**src/rtl/assert_macros.svh**
```systemverilog
// Assertion macros for the top level RTL file, which checks its own behaviour
`ifndef ASSERT_MACROS_SVH
`define ASSERT_MACROS_SVH

`ifndef SYNTHESIS
// Check a property on every rising edge, ignored while reset is high
`define RCAG_ASSERT(label, clk, rst, prop) \
   label: assert property (@(posedge clk) disable iff (rst) prop) \
      else $error("assertion failed");
// Check a property on every rising edge, reset included
`define RCAG_ASSERT_ALWAYS(label, clk, prop) \
   label: assert property (@(posedge clk) prop) \
      else $error("assertion failed");
`else
`define RCAG_ASSERT(label, clk, rst, prop)
`define RCAG_ASSERT_ALWAYS(label, clk, prop)
`endif

`endif

```
**src/rtl/rcag_pkg.sv**
```systemverilog
// Shared constants, types and helper functions of the reorg copy address generator
`default_nettype none

package rcag_pkg;

   // Output field widths
   localparam int unsigned OUT_BITS            = 24;
   localparam int unsigned LEN_BITS            = 14;
   localparam int unsigned OFFSET_BITS_DEFAULT = 24;
   // Full width of internal offsets, wide enough for the largest tensor walk
   localparam int unsigned SUM_BITS            = 41;

   // Register widths
   localparam int unsigned SCALE_BITS    = 4;
   localparam int unsigned BATCHES_BITS  = 5;
   localparam int unsigned DIM_BITS      = 9;
   localparam int unsigned CHANNELS_BITS = 11;

   // Walk counter widths
   localparam int unsigned BATCH_CNT_BITS  = 4;
   localparam int unsigned ROW_CNT_BITS    = 8;
   localparam int unsigned COL_CNT_BITS    = 8;
   localparam int unsigned SUBROW_CNT_BITS = 3;

   // Configuration port
   localparam int unsigned CSR_INDEX_BITS = 3;
   localparam int unsigned CSR_DATA_BITS  = 11;

   localparam logic [CSR_INDEX_BITS-1:0] CFG_SCALE          = 3'd0;
   localparam logic [CSR_INDEX_BITS-1:0] CFG_REVERSE        = 3'd1;
   localparam logic [CSR_INDEX_BITS-1:0] CFG_BATCHES        = 3'd2;
   localparam logic [CSR_INDEX_BITS-1:0] CFG_COMPACT_HEIGHT = 3'd3;
   localparam logic [CSR_INDEX_BITS-1:0] CFG_COMPACT_WIDTH  = 3'd4;
   localparam logic [CSR_INDEX_BITS-1:0] CFG_WIDE_CHANNELS  = 3'd5;

   // Register reset values
   localparam logic [SCALE_BITS-1:0]    SCALE_RESET    = 4'd2;
   localparam logic                     REVERSE_RESET  = 1'b0;
   localparam logic [BATCHES_BITS-1:0]  BATCHES_RESET  = 5'd1;
   localparam logic [DIM_BITS-1:0]      HEIGHT_RESET   = 9'd13;
   localparam logic [DIM_BITS-1:0]      WIDTH_RESET    = 9'd13;
   localparam logic [CHANNELS_BITS-1:0] CHANNELS_RESET = 11'd64;

   // Saturation bounds
   localparam logic [SCALE_BITS-1:0]    SCALE_MAX    = 4'd8;
   localparam logic [BATCHES_BITS-1:0]  BATCHES_MAX  = 5'd16;
   localparam logic [DIM_BITS-1:0]      DIM_MAX      = 9'd256;
   localparam logic [CHANNELS_BITS-1:0] CHANNELS_MAX = 11'd1024;

   // Configuration as used by the datapath, already saturated
   typedef struct packed {
      logic [SCALE_BITS-1:0]    scale;
      logic                     reverse;
      logic [BATCHES_BITS-1:0]  batches;
      logic [DIM_BITS-1:0]      height;
      logic [DIM_BITS-1:0]      width;
      logic [CHANNELS_BITS-1:0] channels;
   } cfg_type;

   // Controller to datapath
   typedef struct packed {
      logic accept;
      logic div_step;
      logic mul1;
      logic mul2;
      logic mul3;
      logic mul4;
      logic load;
   } cmd_type;

   // Datapath to controller
   typedef struct packed {
      logic div_done;
   } status_type;

   function automatic logic [SCALE_BITS-1:0] sat_scale(input logic [SCALE_BITS-1:0] v);
      logic [SCALE_BITS-1:0] r;
      r = v;
      if (v == '0) r = SCALE_BITS'(1);
      else if (v > SCALE_MAX) r = SCALE_MAX;
      return r;
   endfunction

   function automatic logic [BATCHES_BITS-1:0] sat_batches(
      input logic [BATCHES_BITS-1:0] v);
      logic [BATCHES_BITS-1:0] r;
      r = v;
      if (v == '0) r = BATCHES_BITS'(1);
      else if (v > BATCHES_MAX) r = BATCHES_MAX;
      return r;
   endfunction

   function automatic logic [DIM_BITS-1:0] sat_dim(input logic [DIM_BITS-1:0] v);
      logic [DIM_BITS-1:0] r;
      r = v;
      if (v == '0) r = DIM_BITS'(1);
      else if (v > DIM_MAX) r = DIM_MAX;
      return r;
   endfunction

   function automatic logic [CHANNELS_BITS-1:0] sat_channels(
      input logic [CHANNELS_BITS-1:0] v);
      logic [CHANNELS_BITS-1:0] r;
      r = v;
      if (v == '0) r = CHANNELS_BITS'(1);
      else if (v > CHANNELS_MAX) r = CHANNELS_MAX;
      return r;
   endfunction

endpackage

`default_nettype wire

```
**src/rtl/rcag_ctrl.sv**
```systemverilog
// Sequencing state machine and result valid of the reorg copy address generator
`default_nettype none

module rcag_ctrl import rcag_pkg::*; (
   input  logic       clock,
   input  logic       reset,
   input  logic       req_valid,
   output logic       req_stall,
   output logic       rsp_valid,
   input  logic       rsp_stall,
   input  status_type status,
   output cmd_type    cmd
);

   localparam logic [2:0] ST_IDLE = 3'd0;
   localparam logic [2:0] ST_DIV  = 3'd1;
   localparam logic [2:0] ST_MUL1 = 3'd2;
   localparam logic [2:0] ST_MUL2 = 3'd3;
   localparam logic [2:0] ST_MUL3 = 3'd4;
   localparam logic [2:0] ST_MUL4 = 3'd5;
   localparam logic [2:0] ST_LOAD = 3'd6;

   logic [2:0] state_ff;
   logic [2:0] state_in;
   logic       rsp_valid_ff;
   logic       rsp_valid_in;
   logic       out_free;

   // Output register may take a new result when empty or being drained
   assign out_free = !rsp_valid_ff || !rsp_stall;

   // Step through divide, multiply and load
   always_comb begin
      cmd      = '0;
      state_in = state_ff;
      case (state_ff)
         ST_IDLE: begin
            if (req_valid) begin
               cmd.accept = 1'b1;
               state_in   = ST_DIV;
            end
         end
         ST_DIV: begin
            cmd.div_step = 1'b1;
            if (status.div_done) state_in = ST_MUL1;
         end
         ST_MUL1: begin
            cmd.mul1 = 1'b1;
            state_in = ST_MUL2;
         end
         ST_MUL2: begin
            cmd.mul2 = 1'b1;
            state_in = ST_MUL3;
         end
         ST_MUL3: begin
            cmd.mul3 = 1'b1;
            state_in = ST_MUL4;
         end
         ST_MUL4: begin
            cmd.mul4 = 1'b1;
            state_in = ST_LOAD;
         end
         ST_LOAD: begin
            if (out_free) begin
               cmd.load = 1'b1;
               state_in = ST_IDLE;
            end
         end
         default: state_in = ST_IDLE;
      endcase
   end

   // Set on load, drop once the response is taken
   always_comb begin
      rsp_valid_in = rsp_valid_ff && rsp_stall;
      if (cmd.load) rsp_valid_in = 1'b1;
   end

   always_ff @(posedge clock) begin
      if (reset) begin
         state_ff     <= ST_IDLE;
         rsp_valid_ff <= 1'b0;
      end else begin
         state_ff     <= state_in;
         rsp_valid_ff <= rsp_valid_in;
      end
   end

   assign req_stall = (state_ff != ST_IDLE);
   assign rsp_valid = rsp_valid_ff;

endmodule

`default_nettype wire

```
**src/rtl/rcag_dp.sv**
```systemverilog
// Walk counters, row divider, offset arithmetic and response register
`default_nettype none

module rcag_dp import rcag_pkg::*; #(
   parameter int unsigned OFFSET_BITS = OFFSET_BITS_DEFAULT
) (
   input  logic                clock,
   input  logic                reset,
   input  cfg_type             cfg,
   input  cmd_type             cmd,
   output status_type          status,
   input  logic                req_restart,
   output logic [OUT_BITS-1:0] rsp_compact_offset,
   output logic [OUT_BITS-1:0] rsp_wide_offset,
   output logic [LEN_BITS-1:0] rsp_copy_length,
   output logic                rsp_to_wide,
   output logic                rsp_last,
   output logic                rsp_out_of_range
);

   localparam int unsigned DIV_CNT_BITS = $clog2(ROW_CNT_BITS);

   // Walk state
   logic [BATCH_CNT_BITS-1:0]  batch_ff;
   logic [ROW_CNT_BITS-1:0]    row_ff;
   logic [COL_CNT_BITS-1:0]    col_ff;
   logic [SUBROW_CNT_BITS-1:0] subrow_ff;
   logic [SUM_BITS-1:0]        pointer_ff;

   logic [BATCH_CNT_BITS-1:0]  batch_in;
   logic [ROW_CNT_BITS-1:0]    row_in;
   logic [COL_CNT_BITS-1:0]    col_in;
   logic [SUBROW_CNT_BITS-1:0] subrow_in;
   logic [SUM_BITS-1:0]        pointer_in;

   logic [BATCH_CNT_BITS-1:0]  cur_batch;
   logic [ROW_CNT_BITS-1:0]    cur_row;
   logic [COL_CNT_BITS-1:0]    cur_col;
   logic [SUBROW_CNT_BITS-1:0] cur_subrow;
   logic [SUM_BITS-1:0]        cur_pointer;

   logic [SCALE_BITS-1:0]      subrow_inc;
   logic [DIM_BITS-1:0]        col_inc;
   logic [DIM_BITS-1:0]        row_inc;
   logic [BATCHES_BITS-1:0]    batch_inc;
   logic                       subrow_wrap;
   logic                       col_wrap;
   logic                       row_wrap;
   logic                       batch_wrap;
   logic                       is_last;

   logic [LEN_BITS:0]          len_full;
   logic [LEN_BITS-1:0]        len;

   // Snapshot of the request being worked on
   logic [BATCH_CNT_BITS-1:0]  w_batch_ff;
   logic [COL_CNT_BITS-1:0]    w_col_ff;
   logic [SUBROW_CNT_BITS-1:0] w_subrow_ff;
   logic [SUM_BITS-1:0]        w_pointer_ff;
   logic                       w_last_ff;

   // Restoring divider: row by scale
   logic [DIV_CNT_BITS-1:0]    div_cnt_ff;
   logic [ROW_CNT_BITS-1:0]    div_q_ff;
   logic [SCALE_BITS-2:0]      div_rem_ff;
   logic [SCALE_BITS-1:0]      div_trial;
   logic                       div_bit;

   // Arithmetic stages
   logic [10:0]                qs_ff;
   logic [5:0]                 is_ff;
   logic [11:0]                wide_w_ff;
   logic [11:0]                wide_h_ff;
   logic [10:0]                cols_ff;
   logic [13:0]                qss_ff;
   logic [22:0]                row_stride_ff;
   logic [21:0]                colsc_ff;
   logic [14:0]                wide_row_ff;
   logic [34:0]                batch_stride_ff;
   logic [38:0]                boff_ff;
   logic [37:0]                roff_ff;
   logic [SUM_BITS-1:0]        wide_sum;

   // Response register
   logic [OUT_BITS-1:0]        rsp_compact_ff;
   logic [OUT_BITS-1:0]        rsp_wide_ff;
   logic [LEN_BITS-1:0]        rsp_len_ff;
   logic                       rsp_to_wide_ff;
   logic                       rsp_last_ff;
   logic                       rsp_range_ff;

   // Chunk length
   assign len_full = (LEN_BITS + 1)'(cfg.channels) * (LEN_BITS + 1)'(cfg.scale);
   assign len      = len_full[LEN_BITS-1:0];

   // Restart clears the walk before this request is served
   assign cur_batch   = req_restart ? '0 : batch_ff;
   assign cur_row     = req_restart ? '0 : row_ff;
   assign cur_col     = req_restart ? '0 : col_ff;
   assign cur_subrow  = req_restart ? '0 : subrow_ff;
   assign cur_pointer = req_restart ? '0 : pointer_ff;

   // Carry chain of the walk
   assign subrow_inc  = SCALE_BITS'(cur_subrow) + SCALE_BITS'(1);
   assign col_inc     = DIM_BITS'(cur_col) + DIM_BITS'(1);
   assign row_inc     = DIM_BITS'(cur_row) + DIM_BITS'(1);
   assign batch_inc   = BATCHES_BITS'(cur_batch) + BATCHES_BITS'(1);
   assign subrow_wrap = subrow_inc >= cfg.scale;
   assign col_wrap    = col_inc >= cfg.width;
   assign row_wrap    = row_inc >= cfg.height;
   assign batch_wrap  = batch_inc >= cfg.batches;
   assign is_last     = subrow_wrap && col_wrap && row_wrap && batch_wrap;

   // Advance the walk past the current descriptor
   always_comb begin
      subrow_in  = subrow_inc[SUBROW_CNT_BITS-1:0];
      col_in     = cur_col;
      row_in     = cur_row;
      batch_in   = cur_batch;
      pointer_in = cur_pointer + SUM_BITS'(len);
      if (subrow_wrap) begin
         subrow_in = '0;
         col_in    = col_inc[COL_CNT_BITS-1:0];
         if (col_wrap) begin
            col_in = '0;
            row_in = row_inc[ROW_CNT_BITS-1:0];
            if (row_wrap) begin
               row_in   = '0;
               batch_in = batch_inc[BATCH_CNT_BITS-1:0];
               if (batch_wrap) begin
                  batch_in   = '0;
                  pointer_in = '0;
               end
            end
         end
      end
   end

   always_ff @(posedge clock) begin
      if (reset) begin
         batch_ff   <= '0;
         row_ff     <= '0;
         col_ff     <= '0;
         subrow_ff  <= '0;
         pointer_ff <= '0;
      end else if (cmd.accept) begin
         batch_ff   <= batch_in;
         row_ff     <= row_in;
         col_ff     <= col_in;
         subrow_ff  <= subrow_in;
         pointer_ff <= pointer_in;
      end
   end

   // One quotient bit per step
   assign div_trial = {div_rem_ff, div_q_ff[ROW_CNT_BITS-1]};
   assign div_bit   = div_trial >= cfg.scale;

   always_ff @(posedge clock) begin
      if (reset) begin
         div_cnt_ff <= '0;
      end else if (cmd.accept) begin
         div_cnt_ff <= '0;
      end else if (cmd.div_step) begin
         div_cnt_ff <= div_cnt_ff + DIV_CNT_BITS'(1);
      end
   end

   // The count only reaches its top value on the final divider step
   assign status.div_done = (div_cnt_ff == '1);

   // Capture the request and run the arithmetic stages
   always_ff @(posedge clock) begin
      if (cmd.accept) begin
         w_batch_ff   <= cur_batch;
         w_col_ff     <= cur_col;
         w_subrow_ff  <= cur_subrow;
         w_pointer_ff <= cur_pointer;
         w_last_ff    <= is_last;
         div_q_ff     <= cur_row;
         div_rem_ff   <= '0;
      end else if (cmd.div_step) begin
         div_q_ff   <= {div_q_ff[ROW_CNT_BITS-2:0], div_bit};
         div_rem_ff <= div_bit ? (SCALE_BITS - 1)'(div_trial - cfg.scale)
                               : div_trial[SCALE_BITS-2:0];
      end
      if (cmd.mul1) begin
         qs_ff     <= 11'(div_q_ff) * 11'(cfg.scale);
         is_ff     <= 6'(w_subrow_ff) * 6'(cfg.scale);
         wide_w_ff <= 12'(cfg.width) * 12'(cfg.scale);
         wide_h_ff <= 12'(cfg.height) * 12'(cfg.scale);
         cols_ff   <= 11'(w_col_ff) * 11'(cfg.scale);
      end
      if (cmd.mul2) begin
         qss_ff        <= 14'(qs_ff) * 14'(cfg.scale);
         row_stride_ff <= 23'(wide_w_ff) * 23'(cfg.channels);
         colsc_ff      <= 22'(cols_ff) * 22'(cfg.channels);
      end
      if (cmd.mul3) begin
         wide_row_ff     <= 15'(div_rem_ff) + 15'(qss_ff) + 15'(is_ff);
         batch_stride_ff <= 35'(wide_h_ff) * 35'(row_stride_ff);
      end
      if (cmd.mul4) begin
         boff_ff <= 39'(w_batch_ff) * 39'(batch_stride_ff);
         roff_ff <= 38'(wide_row_ff) * 38'(row_stride_ff);
      end
   end

   // Final sum of the wide offset
   assign wide_sum = SUM_BITS'(boff_ff) + SUM_BITS'(roff_ff) + SUM_BITS'(colsc_ff);

   // Load the response register
   always_ff @(posedge clock) begin
      if (cmd.load) begin
         rsp_compact_ff <= w_pointer_ff[OUT_BITS-1:0];
         rsp_wide_ff    <= wide_sum[OUT_BITS-1:0];
         rsp_len_ff     <= len;
         rsp_to_wide_ff <= cfg.reverse;
         rsp_last_ff    <= w_last_ff;
         rsp_range_ff   <= ((w_pointer_ff >> OFFSET_BITS) != '0)
                        || ((wide_sum >> OFFSET_BITS) != '0);
      end
   end

   assign rsp_compact_offset = rsp_compact_ff;
   assign rsp_wide_offset    = rsp_wide_ff;
   assign rsp_copy_length    = rsp_len_ff;
   assign rsp_to_wide        = rsp_to_wide_ff;
   assign rsp_last           = rsp_last_ff;
   assign rsp_out_of_range   = rsp_range_ff;

endmodule

`default_nettype wire

```
**src/rtl/reorg_copy_address_generator.sv**
```systemverilog
// Top level of the reorg copy address generator: registers, controller and datapath
//
//   channel   direction  handshake            payload
//   req_      in         req_valid/req_stall  restart
//   rsp_      out        rsp_valid/rsp_stall  compact_offset, wide_offset, copy_length,
//                                             to_wide, last, out_of_range
//   csr_      in         csr_write_enable     csr_index, csr_write_data
//
// A request passes through accept, 8 steps of the restoring divider that splits the
// row by the scale (one quotient bit a cycle), 4 multiply stages and the load.
// req_stall is high from accept until the result is loaded into the output register.
// The load waits while the output register is held by rsp_stall.
// Reset is synchronous and clears the walk and restores the register defaults.
`default_nettype none

`include "assert_macros.svh"

module reorg_copy_address_generator import rcag_pkg::*; #(
   parameter int unsigned OFFSET_BITS = OFFSET_BITS_DEFAULT
) (
   input  logic                      clock,
   input  logic                      reset,
   input  logic                      req_valid,
   output logic                      req_stall,
   input  logic                      req_restart,
   output logic                      rsp_valid,
   input  logic                      rsp_stall,
   output logic [OUT_BITS-1:0]       rsp_compact_offset,
   output logic [OUT_BITS-1:0]       rsp_wide_offset,
   output logic [LEN_BITS-1:0]       rsp_copy_length,
   output logic                      rsp_to_wide,
   output logic                      rsp_last,
   output logic                      rsp_out_of_range,
   input  logic                      csr_write_enable,
   input  logic [CSR_INDEX_BITS-1:0] csr_index,
   input  logic [CSR_DATA_BITS-1:0]  csr_write_data
);

   logic [SCALE_BITS-1:0]    scale_ff;
   logic                     reverse_ff;
   logic [BATCHES_BITS-1:0]  batches_ff;
   logic [DIM_BITS-1:0]      height_ff;
   logic [DIM_BITS-1:0]      width_ff;
   logic [CHANNELS_BITS-1:0] channels_ff;

   cfg_type    cfg;
   cmd_type    cmd;
   status_type status;

   // Write configuration registers; unknown indexes are dropped
   always_ff @(posedge clock) begin
      if (reset) begin
         scale_ff    <= SCALE_RESET;
         reverse_ff  <= REVERSE_RESET;
         batches_ff  <= BATCHES_RESET;
         height_ff   <= HEIGHT_RESET;
         width_ff    <= WIDTH_RESET;
         channels_ff <= CHANNELS_RESET;
      end else if (csr_write_enable) begin
         case (csr_index)
            CFG_SCALE:          scale_ff    <= csr_write_data[SCALE_BITS-1:0];
            CFG_REVERSE:        reverse_ff  <= csr_write_data[0];
            CFG_BATCHES:        batches_ff  <= csr_write_data[BATCHES_BITS-1:0];
            CFG_COMPACT_HEIGHT: height_ff   <= csr_write_data[DIM_BITS-1:0];
            CFG_COMPACT_WIDTH:  width_ff    <= csr_write_data[DIM_BITS-1:0];
            CFG_WIDE_CHANNELS:  channels_ff <= csr_write_data[CHANNELS_BITS-1:0];
            default: ;
         endcase
      end
   end

   // Saturate registers into their meaningful ranges
   assign cfg.scale    = sat_scale(scale_ff);
   assign cfg.reverse  = reverse_ff;
   assign cfg.batches  = sat_batches(batches_ff);
   assign cfg.height   = sat_dim(height_ff);
   assign cfg.width    = sat_dim(width_ff);
   assign cfg.channels = sat_channels(channels_ff);

   rcag_ctrl u_ctrl (
      .clock     (clock),
      .reset     (reset),
      .req_valid (req_valid),
      .req_stall (req_stall),
      .rsp_valid (rsp_valid),
      .rsp_stall (rsp_stall),
      .status    (status),
      .cmd       (cmd)
   );

   rcag_dp #(
      .OFFSET_BITS (OFFSET_BITS)
   ) u_dp (
      .clock              (clock),
      .reset              (reset),
      .cfg                (cfg),
      .cmd                (cmd),
      .status             (status),
      .req_restart        (req_restart),
      .rsp_compact_offset (rsp_compact_offset),
      .rsp_wide_offset    (rsp_wide_offset),
      .rsp_copy_length    (rsp_copy_length),
      .rsp_to_wide        (rsp_to_wide),
      .rsp_last           (rsp_last),
      .rsp_out_of_range   (rsp_out_of_range)
   );

   // An accepted request starts the divider next cycle
   `RCAG_ASSERT(a_accept_starts_div, clock, reset, cmd.accept |=> cmd.div_step)
   // Divider completion hands over to the first multiply stage
   `RCAG_ASSERT(a_div_to_mul, clock, reset, status.div_done |=> cmd.mul1)
   // Never overwrite a response that is still held
   `RCAG_ASSERT(a_load_when_free, clock, reset, cmd.load |-> !(rsp_valid && rsp_stall))
   // After a load the block is ready and a response is on offer
   `RCAG_ASSERT(a_load_then_ready, clock, reset, cmd.load |=> (!req_stall && rsp_valid))

endmodule

`default_nettype wire

```
**config.mk**
```make
export PLATFORM = sky130hd
export DESIGN_NAME = reorg_copy_address_generator
export DESIGN_NICKNAME = d
export VERILOG_FILES = /design/src/rtl/rcag_pkg.sv /design/src/rtl/rcag_ctrl.sv /design/src/rtl/rcag_dp.sv /design/src/rtl/reorg_copy_address_generator.sv
export VERILOG_INCLUDE_DIRS = /design/src /design/src/rtl
export SDC_FILE = /design/constraint.sdc
export NUM_CORES = 2
export LEC_CHECK = 0
export ABC_AREA = 0
export BUFFER_PORTS_ARGS = -buffer_cell sky130_fd_sc_hd__buf_2
export CORE_MARGIN = 2
export CORE_UTILIZATION = 33
export DETAILED_ROUTE_END_ITERATION = 12
export HOLD_SLACK_MARGIN = 0.03
export PLACE_DENSITY = 0.52
export SLEW_MARGIN = 15
export SYNTH_ARGS = -nofsm -noshare
export SYNTH_HDL_FRONTEND = slang
export SYNTH_SLANG_ARGS = --single-unit
```
**constraint.sdc**
```tcl
create_clock -name clock -period 8.5 [get_ports clock]
set_input_delay 1.7 -clock clock [delete_from_list [all_inputs] [get_ports clock]]
set_output_delay 1.7 -clock clock [all_outputs]
set_load 0.005 [all_outputs]
```
== Yosys cells after proc, flatten, opt, wreduce, memory -nomap -nowiden ==
Cells that the tools add are included.
Cells by class
  $add $sub $neg: 11
  $mul: 12
  div/mod/pow operators: 0
  magnitude comparators: 10
  eq/ne operators: 15
  shift-type cells: 0
  multiplexer cells: 46
  bitwise operators: 0
  reduce and logical (&&, ||, !) cells: 27
Operator list (count)
  $mux W41: 5
  $reduce_bool A41 Y1: 2
  $mux W8: 9
  $add A41 B14 Y41: 1
  $add A41 B22 Y41: 1
  $add A39 B38 Y40: 1
  $mul A4 B35 Y39: 1
  $mul A15 B23 Y38: 1
  $mux W9: 4
  $mul A12 B23 Y35: 1
  $mul A11 B4 Y14: 2
  $mux W4: 7
  $mul A9 B4 Y12: 2
  $mul A12 B11 Y23: 1
  $mul A11 B11 Y22: 1
  $mul A8 B4 Y11: 2
  $mux W11: 2
  $pmux W3 S7: 1
  $add A8 B1 Y9 const B: 2
  $eq A3 B3 Y1 const B: 6
  $ge A9 B9 Y1: 2
  $gt A9 B9 Y1 const B: 2
  $logic_not A9 Y1: 2
  $mux W3: 6
  30 further kinds: 57
Storage, ports and cells
  register bits after elaboration: 481
  bits in latches: 0
  bits in writable memories: 0
  ROM bits: 0
  input port bits: 20
  output and inout bits: 67
  word-level logic and storage cells: 160
  memories kept: 0

== Depth between registers and ports, before layout ==
  depth after elaboration: 9
  depth in mapped cells: 31
  depth with buffers taken out: 30

== By module ==
Synthesis repeated with hierarchy kept, for this count alone.
Second synthesis, totals
  cell total of the unflattened synthesis: 6124
  area, all modules: 58476.1 µm²
Modules (own cells, without submodules)
  rcag_dp: instances 1, cells an instance 5885, area an instance 56489.2 µm², sequential area each 12451.9 µm²
  reorg_copy_address_generator: instances 1, cells an instance 208, area an instance 1742.9 µm², sequential area each 780.7 µm²
  rcag_ctrl: instances 1, cells an instance 31, area an instance 244.0 µm², sequential area each 80.1 µm²

== Worst setup path after synthesis ==
OpenSTA, ideal clock, no wires.
  path type: reg-to-reg
  from: register u_dp.row_stride_ff[5]
  to: register u_dp.roff_ff[36] (data pin)
  library setup time: 257 ps
  arrival time: 6959 ps
  data required time: 8243 ps
  slack: 1283 ps
  stages on the path, launching flop included: 26
  path buffers: 2
  period minus slack after synthesis: 7217 ps
  cell sequence: edfxtp_1 -> clkbuf_1 -> clkbuf_1 -> nand2_1 -> fa_1 -> inv_1 -> fa_1 -> fa_1 -> inv_1 -> fa_1 -> fa_1 -> inv_1 -> fa_1 -> ha_1 -> and3_1 -> a221oi_1 -> o21ai_0 -> a31o_2 -> a41oi_1 -> o31ai_1 -> a41oi_1 -> a2111oi_0 -> o21a_1 -> o21a_1 -> o41a_1 -> xor2_1
On the way
  cells in the longest elaborated chain, start to end: 1
RTL lines
  start, declared: line rcag_dp.sv:76  | logic [22:0] row_stride_ff;
  start signal, assigned: line rcag_dp.sv:196  | row_stride_ff <= 23'(wide_w_ff) * 23'(cfg.channels);
  $mul A15 B23 Y38: line rcag_dp.sv:205  | roff_ff <= 38'(wide_row_ff) * 38'(row_stride_ff);
  end signal, assigned: line rcag_dp.sv:205
  end, declared: line rcag_dp.sv:81  | logic [37:0] roff_ff;
No other way between the ends.
A chain may end at the register's enable or synchronous reset.

== Worst setup path after layout ==
  from: register u_dp.row_stride_ff[6]
  to: register u_dp.roff_ff[36] (data pin)
Same word-level chain as after synthesis.

==> qor.txt <==
Outcome: finished clean
DP Area: 61400 um2
Die Area: 180000 um2
Cell repeated most along the worst path: fa_1
F_max: 0.128 GHz
Layout area overhead: 9.03%
Clock latency on the worst-skew pair: 700 ps
Final setup viols: 0
Die H: 424 um
Design area: 63600 um2
Sum Neg Setup Slack: 0 ps
Maximum vdd drop: 304 uV
TritonCTS clock tree: yes
Nets: 7532
Syn Nets: 7554
Fraction of layout instances using a drive strength above 1: 0.0514
Final Hold Vio Count: 0
Clock Path Buffers: 3
PortBufs: 86
Drt pass-1 iters: 8
Initial Util: 0.331
# fillers: 17791
Power per cell area: 184 nW/um2
Ys Warns: 0
Area contributors post-synth: fa_1 (28%), edfxtp_1 (19%), ha_1 (12%)
Die W: 424 um
Rel. slew slack: 0.269
Post-CTS setup buffer count: 0
RSZ-0062 raised after global routing: no
DR WL/cell: 17.7 um
Number of global-route vias before repair: 43161
Max Slew Vio Count: 0
Fin crit period: 7830 ps
Least-Margin Pin Slew: 1100 ps
Core Rows: 154
Worst setup SP type: flip-flop
Slowest-stage cell, CP: o31ai_1
Initial antenna violation count: 10
Resize count post-CTS: 0
Via density per instance: 4.83
Post-synth EDFFs: 368
Worst R2R Setup Slack: 670 ps
Top Layer Used: met5
FF-to-FF path depth: 23
Count of cell types in the netlist: 85
HP Class: reg2reg
Period utilisation layout: 0.922
CORE AREA: 176000 um2
First-pass GRT wire length: 242 mm
H-Tree Depth: 2
Worst setup EP type: flip-flop
GRT overflow: 0
Largest net degree at the start of global routing: 72
Synth Register Bits: 481
Pleak: 0.0297 uW
Initial drt markers: 2395
Fin util: 0.361
Crit path DAT: 8280 ps
Post-synth top flop: edfxtp_1
Cell chain of the critical path: nand2_1, fa_1, inv_1, fa_1, inv_1, fa_1, inv_1, fa_1, fa_1, fa_1, ha_1, and3_1, nand3_1, o21ai_0, a31o_2, a41oi_1, o31ai_1, a41oi_1, a2111oi_0, o21a_1, o21a_1, o41a_1, xor2_1
Gr usage total: 0.169
Synth Area per Inst: 9.46 um2
Final ANT Viol Nets: 0
Clock skew: 58.1 ps
Placer Congestion: 0.848
Maxcap violations: 0
Required time of the critical path: 8940 ps
WL met3: 5.38 mm
Register area share after synthesis: 0.228
Fraction of registers with async set/reset: 0
Root Driver: clkbuf_16
Worst-path clk slew: 70 ps
WL met2: 71.3 mm
Detailed Place HPWL: 120 mm
Synth top area share: 0.280
Pre-CTS setup slack: 761 ps
Mapped Area: 58300 um2
Mapped Cells: 6165
Wire length on met1: 70.7 mm
Setup WS post-layout: 665 ps
Top Ports: 87
Crit-path max cell delay: 760 ps
CP Max Fanout: 10
Kind of critical path: reg2reg
Routed WL: 151 mm
Via count: 41229
DRC: 0
Worst Hold Depth: 0
Post-CTS Hold Fix Bufs: 0
Sinks on the clock net: 481
Yosys top cell by area: fa_1
TritonCTS buffer count: 58
## area by class of cell
type | count | area [um2] | area share
Multi-Input combinational cell | 4478 | 40500 | 0.638
Tap cell | 2340 | 2930 | 0.0461
Clock buffer | 71 | 1560 | 0.0246
Antenna cell | 5 | 12.5 | 0.000197
Sequential cell | 481 | 13300 | 0.209
Timing Repair Buffer | 179 | 1140 | 0.0179
Inverter | 945 | 3550 | 0.0558
Clock inverter | 36 | 539 | 0.00848
## through the flow
stage | hold WS [ps] | total power, uW | std cells
2_1_floorplan | 400 | 6970 | 6165
3_5_place_dp | 406 | 9120 | 8423
5_1_grt | 425 | 12600 | 8532
3_3_place_gp | 408 | 9060 | 8422
4_1_cts | 420 | 12000 | 8530
6_report | 423 | 11700 | 8535
## cell families (layout without fill, tap and decap cells)
| family | after synthesis | after routing | share of synthesized area |
|---|---|---|---|
| buf+inv | 1206 | 1231 | 0.0777 |
| other cells | 0 | 5 | 0 |
| simple gates | 2056 | 2056 | 0.167 |
| xor+xnor | 286 | 286 | 0.0430 |
| flops | 481 | 481 | 0.228 |
| mux | 11 | 11 | 0.00191 |
| fa+ha+maj | 1369 | 1369 | 0.399 |
| compound gates | 756 | 756 | 0.0836 |
## path summary, 6_finish.rpt
| check | start | endpoint |
|---|---|---|
| min | u_dp.w_pointer_ff[17]$_DFFE_PP_ | u_dp.rsp_compact_offset[17]$_DFFE_PP_ |
| max reg2reg | u_dp.row_stride_ff[6]$_DFFE_PP_ | u_dp.roff_ff[36]$_DFFE_PN_ |
| min reg2reg | u_dp.w_pointer_ff[17]$_DFFE_PP_ | u_dp.rsp_compact_offset[17]$_DFFE_PP_ |
| max | u_dp.row_stride_ff[6]$_DFFE_PP_ | u_dp.roff_ff[36]$_DFFE_PN_ |
## report_power, final
group / total, uW / switching [uW] / internal, uW
Combinational: 5890 / 3640 / 2250
Clock: 2770 / 1120 / 1650
Sequential: 3010 / 103 / 2910
Total: 11700 / 4860 / 6810
## critical path: cells and delay by family (launching register included)
family / cells / cell delay [ps]
compound gates: 9 / 2890
buf+inv: 3 / 160
fa+ha+maj: 7 / 3410
flops: 1 / 630
xor+xnor: 1 / 60
simple gates: 3 / 430
## routing by layer
| layer | track usage | vias up |
|---|---|---|
| li1 | - | 19586 |
| met1 | 0.233 | 20722 |
| met2 | 0.284 | 730 |
| met3 | 0.0180 | 179 |
| met4 | 0.0410 | 12 |
| met5 | 0 | - |
## synthesized netlist by cell type (7+ instances only)
cell type / number
nand2_1: 1002
inv_1: 942
fa_1: 815
ha_1: 554
and2_1: 445
edfxtp_1: 368
clkbuf_1: 253
a21oi_1: 250
nor2_1: 237
xnor2_1: 206
o21ai_0: 137
dfxtp_1: 113
nor2b_1: 109
a21o_1: 99
xor2_1: 80
nor3_1: 55
o21bai_1: 54
nand3_1: 50
nand2b_1: 42
and3_1: 30
o21a_1: 29
nor4_1: 18
a211oi_1: 17
nand4_1: 17
a31oi_1: 15
nand3b_1: 15
a22oi_1: 14
o31ai_1: 13
a22o_1: 12
a21boi_0: 10
mux2i_1: 10
o41ai_1: 10
a211o_1: 8
a311oi_1: 8
a41oi_1: 8
or3_1: 8
buf_1: 7
or2_2: 7
## placed cells by master (no fill, tap or decap), drive strengths merged, types with 11 or more instances in the layout
| master | count |
|---|---|
| dfxtp | 113 |
| o21ai | 140 |
| clkbuf | 71 |
| nand4 | 17 |
| a21oi | 251 |
| a22o | 12 |
| inv | 946 |
| nor4 | 19 |
| o21a | 30 |
| edfxtp | 368 |
| xnor2 | 206 |
| and3 | 30 |
| and2 | 446 |
| nand2b | 42 |
| nand3 | 50 |
| a22oi | 14 |
| a21boi | 11 |
| clkinv | 21 |
| a21o | 99 |
| o21bai | 54 |
| a211oi | 17 |
| xor2 | 80 |
| nor2b | 109 |
| a31oi | 15 |
| bufinv | 11 |
| ha | 554 |
| nor2 | 237 |
| nand3b | 15 |
| buf | 179 |
| fa | 815 |
| nand2 | 1002 |
| nor3 | 55 |
| o31ai | 13 |
## sequential cells by signal, indices dropped and copies added (netlist names), 9 cells and up
| register | flops |
|---|---|
| u_dp.wide_h_ff | 12 |
| u_dp.w_pointer_ff | 41 |
| u_dp.rsp_compact_offset | 24 |
| u_dp.batch_stride_ff | 35 |
| channels_ff | 11 |
| u_dp.rsp_wide_offset | 24 |
| u_dp.colsc_ff | 22 |
| u_dp.rsp_copy_length | 14 |
| u_dp.qs_ff | 11 |
| u_dp.wide_w_ff | 12 |
| u_dp.pointer_ff | 41 |
| u_dp.qss_ff | 14 |
| u_dp.row_stride_ff | 23 |
| u_dp.boff_ff | 39 |
| height_ff | 9 |
| width_ff | 9 |
| u_dp.roff_ff | 38 |
| u_dp.cols_ff | 11 |
| u_dp.wide_row_ff | 15 |
Power figures use the tool's default switching activity.
